### src/design/sequential_list_store_defines.svh
// Assertion macros for the sequential list store.
// Included by the top level; expands to nothing when SYNTHESIS is defined.
`ifndef SEQUENTIAL_LIST_STORE_DEFINES_SVH
`define SEQUENTIAL_LIST_STORE_DEFINES_SVH

`ifndef SYNTHESIS
// Check that prop holds at every clock edge outside reset.
`define SLS_ASSERT(lbl, clk, rst_n, prop, msg) \
  lbl: assert property (@(posedge clk) disable iff (!rst_n) (prop)) else $error(msg);
// Check that cond never holds outside reset.
`define SLS_ASSERT_NEVER(lbl, clk, rst_n, cond, msg) \
  lbl: assert property (@(posedge clk) disable iff (!rst_n) !(cond)) else $error(msg);
`else
`define SLS_ASSERT(lbl, clk, rst_n, prop, msg)
`define SLS_ASSERT_NEVER(lbl, clk, rst_n, cond, msg)
`endif

`endif

### src/design/slst_pkg.sv
// Shared types and codes for the sequential list store.
// Used by slst_cell and sequential_list_store; depends on nothing.
package slst_pkg;

  // Request operations
  typedef enum logic [2:0] {
    MODE_INSERT = 3'd0,
    MODE_DELETE = 3'd1,
    MODE_GET    = 3'd2,
    MODE_LOCATE = 3'd3,
    MODE_PRIOR  = 3'd4,
    MODE_NEXT   = 3'd5,
    MODE_CLEAR  = 3'd6
  } mode_e;

  // Result status codes
  typedef enum logic [1:0] {
    ST_OK    = 2'd0,
    ST_RANGE = 2'd1,
    ST_FULL  = 2'd2,
    ST_MISS  = 2'd3
  } status_e;

  // Sequencer states
  typedef enum logic [1:0] {
    S_IDLE = 2'b01,
    S_EXEC = 2'b10
  } state_e;

  // Per-cycle controls broadcast to every cell
  typedef struct packed {
    logic cap;  // latch the compare result against the incoming word
    logic ins;  // open a slot at the insert position
    logic del;  // close the slot at the delete position
  } cell_ctrl_t;

endpackage

### src/design/slst_cell.sv
// One storage cell of the list: holds a single entry and its match flag.
// Depends on slst_pkg; instantiated in a row by sequential_list_store.
module slst_cell import slst_pkg::*; #(
  parameter int IW  = 6,
  parameter int CW  = 7,
  parameter int IDX = 0
) (
  input  logic          clk_i,
  input  cell_ctrl_t    ctrl_i,
  input  logic [IW-1:0] pos_idx_i,
  input  logic [CW-1:0] fill_i,
  input  logic [31:0]   cmp_value_i,
  input  logic [31:0]   ins_value_i,
  input  logic [31:0]   lower_i,
  input  logic [31:0]   upper_i,
  output logic [31:0]   entry_o,
  output logic          match_o
);

  localparam logic [CW:0] KV  = IDX[CW:0];
  localparam logic [CW:0] KV1 = KV + 1'b1;

  logic [31:0] entry_q, entry_d;
  logic        match_q, match_d;
  logic [CW:0] pos_w, fill_w;

  assign pos_w  = (CW+1)'(pos_idx_i);
  assign fill_w = (CW+1)'(fill_i);

  // Take the inserted word, or shift from the neighbor below or above
  always_comb begin
    entry_d = entry_q;
    if (ctrl_i.ins) begin
      if (KV == pos_w) begin
        entry_d = ins_value_i;
      end else if (KV > pos_w && KV <= fill_w) begin
        entry_d = lower_i;
      end
    end else if (ctrl_i.del) begin
      if (KV >= pos_w && KV1 < fill_w) begin
        entry_d = upper_i;
      end
    end
  end

  // Compare against the request word while the entry is in use
  always_comb begin
    match_d = match_q;
    if (ctrl_i.cap) begin
      match_d = (entry_q == cmp_value_i) && (KV < fill_w);
    end
  end

  always_ff @(posedge clk_i) begin
    entry_q <= entry_d;
    match_q <= match_d;
  end

  assign entry_o = entry_q;
  assign match_o = match_q;

endmodule

### config.mk
export PLATFORM = sky130hd
export DESIGN_NAME = slst_cell
export DESIGN_NICKNAME = d
export VERILOG_FILES = /design/src/design/sequential_list_store_defines.svh /design/src/design/slst_pkg.sv /design/src/design/slst_cell.sv
export SDC_FILE = /design/constraint.sdc
export NUM_CORES = 1
export LEC_CHECK = 0
export BUFFER_PORTS_ARGS = -buffer_cell sky130_fd_sc_hd__buf_2
export CORE_MARGIN = 2
export CORE_UTILIZATION = 39
export CTS_BUF_LIST = sky130_fd_sc_hd__clkbuf_4
export CTS_CLUSTER_DIAMETER = 120
export CTS_CLUSTER_SIZE = 8
export DETAILED_ROUTE_END_ITERATION = 8
export GPL_ROUTABILITY_DRIVEN = 1
export PLACE_DENSITY = 0.93
export SYNTH_ARGS = -nofsm -noshare
export SYNTH_HDL_FRONTEND = slang
export SYNTH_SLANG_ARGS = --single-unit
### constraint.sdc
create_clock -name clk_i -period 3 [get_ports clk_i]
set_input_delay 0 -clock clk_i [delete_from_list [all_inputs] [get_ports clk_i]]
set_output_delay 0 -clock clk_i [all_outputs]
set_load 0.03 [all_outputs]
==> results by stage <==
Critical path:
- The signal on the critical path passes through xor2_1 > nor4_1 > nand4_1 > nor3_1.
- Of all nets on the critical path, the largest fanout is 2.
- The critical path contains buffers and inverters numbering 0 combined.
- In this run the critical register-to-register path is captured at match_o$_DFFE_PP_.
- The source of the worst register-to-register timing path is entry_o[18]$_DFFE_PP_.
- On the worst path, the slowest cell contributes a delay of 0.42 ns.
- The cell with the largest stage delay on the worst path is nor4_1.
- The required time at the endpoint of the critical path is 3.17 ns.
- The length in cells of the worst reg-to-reg path is 4.
- The data arrival time at the worst-slack endpoint is 1.67 ns.
- STA classifies the critical path startpoint as a flip-flop.
- By startpoint and endpoint, the worst setup path is classified as reg2reg.
- The type of element capturing the critical path is a flip-flop.
- In this design, the largest share of critical-path delay is due to simple AND/OR/NAND/NOR gates.
- Setup slack on the worst reg-to-reg path comes out at 1.50 ns.

Synthesis:
- By area the synthesized netlist is led by edfxtp_1, mux2i_1, xor2_1.
- The post-synthesis compound-gate area fraction is 8.06%.
- In this run, synthesis produced a sequential element count of 33.
- The post-synth design cell area is 2050 um^2.
- After Yosys synthesis, and, or, nand and nor cells account for 11.3% of the synthesized area.
- The top cell type by area accounts for 48.4% of the synthesized area.
- The sequential cell area fraction in the yosys report is 48.4%.
- Of the total synthesized cell area, the portion taken by XOR and XNOR cells is 13.7%.
- The total nets after synthesis is 336.
- The multiplexer share of the synthesized area is 15.6%.
- After synthesis, the largest family of logic cells by area is multiplexers.
- Counting every instance in the synthesized netlist gives 191.
- The top cell type by total area after synthesis is edfxtp_1.
- For this run, the number of Yosys warnings is 0.
- The synthesized netlist devotes 0% of its cell area to adder and majority cells.
- After synthesis, the mean cell area works out to 10.7 um^2.
- The number of distinct library cells after synthesis is 14.

Power and ir drop:
- VDD sags by at most 0.237 mV.
- The power density over cell area is 300 nW/um^2.
- The completed layout was analyzed and its total power is 0.000956 W.
- The static leakage is 1.70 nW.

Placement:
- The weighted congestion reported at the end of routability-driven placement is 0.799.
- The half-perimeter wire length after placement is 4910 um.
- Input and output buffers added on the ports amount to 177.

Drt:
- In the final routed layout, each cell accounts on average for 14.2 um.
- In the routed layout, each cell is associated on average with a via count of 4.82.
- For this run, design rule violations remaining after detail routing come to 0.
- The detailed router finished its first iteration with 72 violations.
- The total wire length is 6430 um.
- The post-route antenna net violation count is 0.
- The detailed router placed 2180 vias in this run.
- The length of the first detailed-routing pass in iterations is 4.

Global routing:
- The total overflow left after global routing is 0.
- The largest net degree at the start of global routing is 65.
- The number of antenna violations at the first check in global routing is 0.
- The all-layer global routing usage is 21.9%.
- The via count of the first global-routing pass is 2237.
- The wire length of the first global-routing pass is 10200 um.

CTS:
- The number of post-CTS setup repair buffers is 0.
- The maximum level of the CTS H-tree is 2.
- Counting every sink on the clock net gives 33.
- The source-to-sink clock delay at the later pin of the worst-skew pair is 0.32 ns.
- The clock passes through at most 2 buffers.
- The buffer cell driving the clock tree root is clkbuf_4.
- In this run, CTS created clock tree buffers numbering 5.
- TritonCTS built the clock tree.
- After clock tree synthesis, the clock-pin slew on the worst setup and hold paths is 0.10 ns.

Floorplan:
- In this run the horizontal extent of the chip is 76.5 um.
- The core region is 5070 um^2.
- Row generation in the floorplan step produced 26 rows.
- In this run the vertical extent of the chip is 76.5 um.
- The initial utilization of the core area, before any placement, comes to 40.4%.
- 178 I/O pins were placed.
- The die footprint is 5850 um^2.

STA:
- For the finished layout, the period the worst path requires is 1.50 ns.
- Dividing the final minimum period by the clock period gives 50.0%.
- In this run the tightest slew margin relative to its limit is 38.4%.
- The highest clock frequency the design can meet is 0.667 GHz.
- The final-layout setup total negative slack is 0 ns.
- The final hold violation count is 0.
- Setup repair after global routing left no endpoint under its margin.
- The measured slew at the worst slew-check pin is 0.921 ns.
- The final max-slew violation count was 0.
- The final setup violation count is 0.
- For the final database, setup skew stands at 0.00552 ns.

Cells and area:
- The fraction of final layout cells with drive strength greater than 1 is 49.2%.
- The library cell used most frequently in the layout, excluding fill and tap cells, is buf_2.
- The area growth from synthesis to final layout is 55.6%.
- 0 antenna diodes ended up in the layout.
- The share of the core filled with cells is 62.8%.
- Leaving out fill and tap cells, the most frequent cells in the layout are buf_2, nor2_1, a21oi_1, edfxtp_1.
- The final layout contains 528 nets.

Hold path:
- In this run the most critical hold path is launched from upper_i[8].
- The endpoint of the worst hold-timing path is entry_o[8]$_DFFE_PP_.
- The number of cells on the worst hold path is 3.
- In this run the worst hold path is classified as in2reg.

Run:
- Across the run, the number of max-cap violations was 0.

Outcome:
- The run finished with clean final reports.
==> worst max-delay path by stage <==
stage	startpoint	endpoint	slack, ns	depth (start not counted)
2_1_floorplan	pos_idx_i[5]	entry_o[0]$_DFFE_PP_	0.58	4
3_5_place_dp	pos_idx_i[5]	entry_o[19]$_DFFE_PP_	1.31	4
5_1_grt	entry_o[7]$_DFFE_PP_	match_o$_DFFE_PP_	1.41	4
6_report	entry_o[18]$_DFFE_PP_	match_o$_DFFE_PP_	1.50	4
3_3_place_gp	pos_idx_i[5]	entry_o[21]$_DFFE_PP_	1.41	4
4_1_cts	entry_o[31]$_DFFE_PP_	match_o$_DFFE_PP_	1.49	4
==> sequential cells by signal, indices dropped and copies added, names as in the netlist <==
signal and count:
match_o 1, entry_o 32
==> cell families after synthesis <==
logic type,count (synthesis)
mux,32
simple gates,51
xor+xnor,32
flops,33
buf+inv,10
compound gates,33
==> power breakdown <==
part	internal (W)	switching (W)	leakage, nW	total [W]
Sequential	0.000515	0.00000281	0.309	0.000518
Combinational	0.000121	0.0000958	1.37	0.000217
Clock	0.0000812	0.000139	0.0269	0.000221
Total	0.000718	0.000238	1.70	0.000956
==> synth_stat cells, drive strengths merged <==
| cell type | instances |
|---|---|
| buf | 4 |
| nor4 | 10 |
| edfxtp | 33 |
| nor2 | 36 |
| nand2 | 2 |
| xor2 | 32 |
| nor3 | 1 |
| clkbuf | 6 |
| nand4 | 2 |
| a21oi | 33 |
| mux2i | 32 |
==> per-stage QoR <==
stage          cells  setup WS [ns]  area (um^2)  hold WS (ns)
2_1_floorplan    191          0.585         2050         0.112
3_3_place_gp     430           1.41         2980         0.202
3_5_place_dp     430           1.31         2980         0.205
4_1_cts          452           1.49         3190      0.000238
5_1_grt          452           1.41         3190        0.0194
6_report         452           1.50         3190        0.0131
==> cell type report <==
type                    instances  area [um^2]
repair buffers                195         1060
clock buffers                   5         37.5
flip-flops and latches         33          991
well taps                      70         87.6
fillers                       423         1890
clock inverters                 1         5.00
multi-input cells             148         1000
==> metal layers <==
layer  wire length, um  GRT usage, %
met5                 0             0
met4               138          8.73
met3               387          4.62
met2              3360          39.8
met1              2540          24.9
==> what timing repair did <==
item / 4_1_cts / 5_1_grt
hold buffers: 16 / 0
hold endpoints to repair: 16 / 0
gates resized for setup: 0 / 0
==> tightest hold or removal path: cells and delay by family <==
| kind | cells | cell delay (ns) |
|---|---|---|
| and+or+nand+nor | 1 | 0.03 |
| buffers and inverters | 1 | 0.07 |
| AOI/OAI and AO/OA | 1 | 0.11 |
No activity file was read; power rests on OpenSTA's default activity.
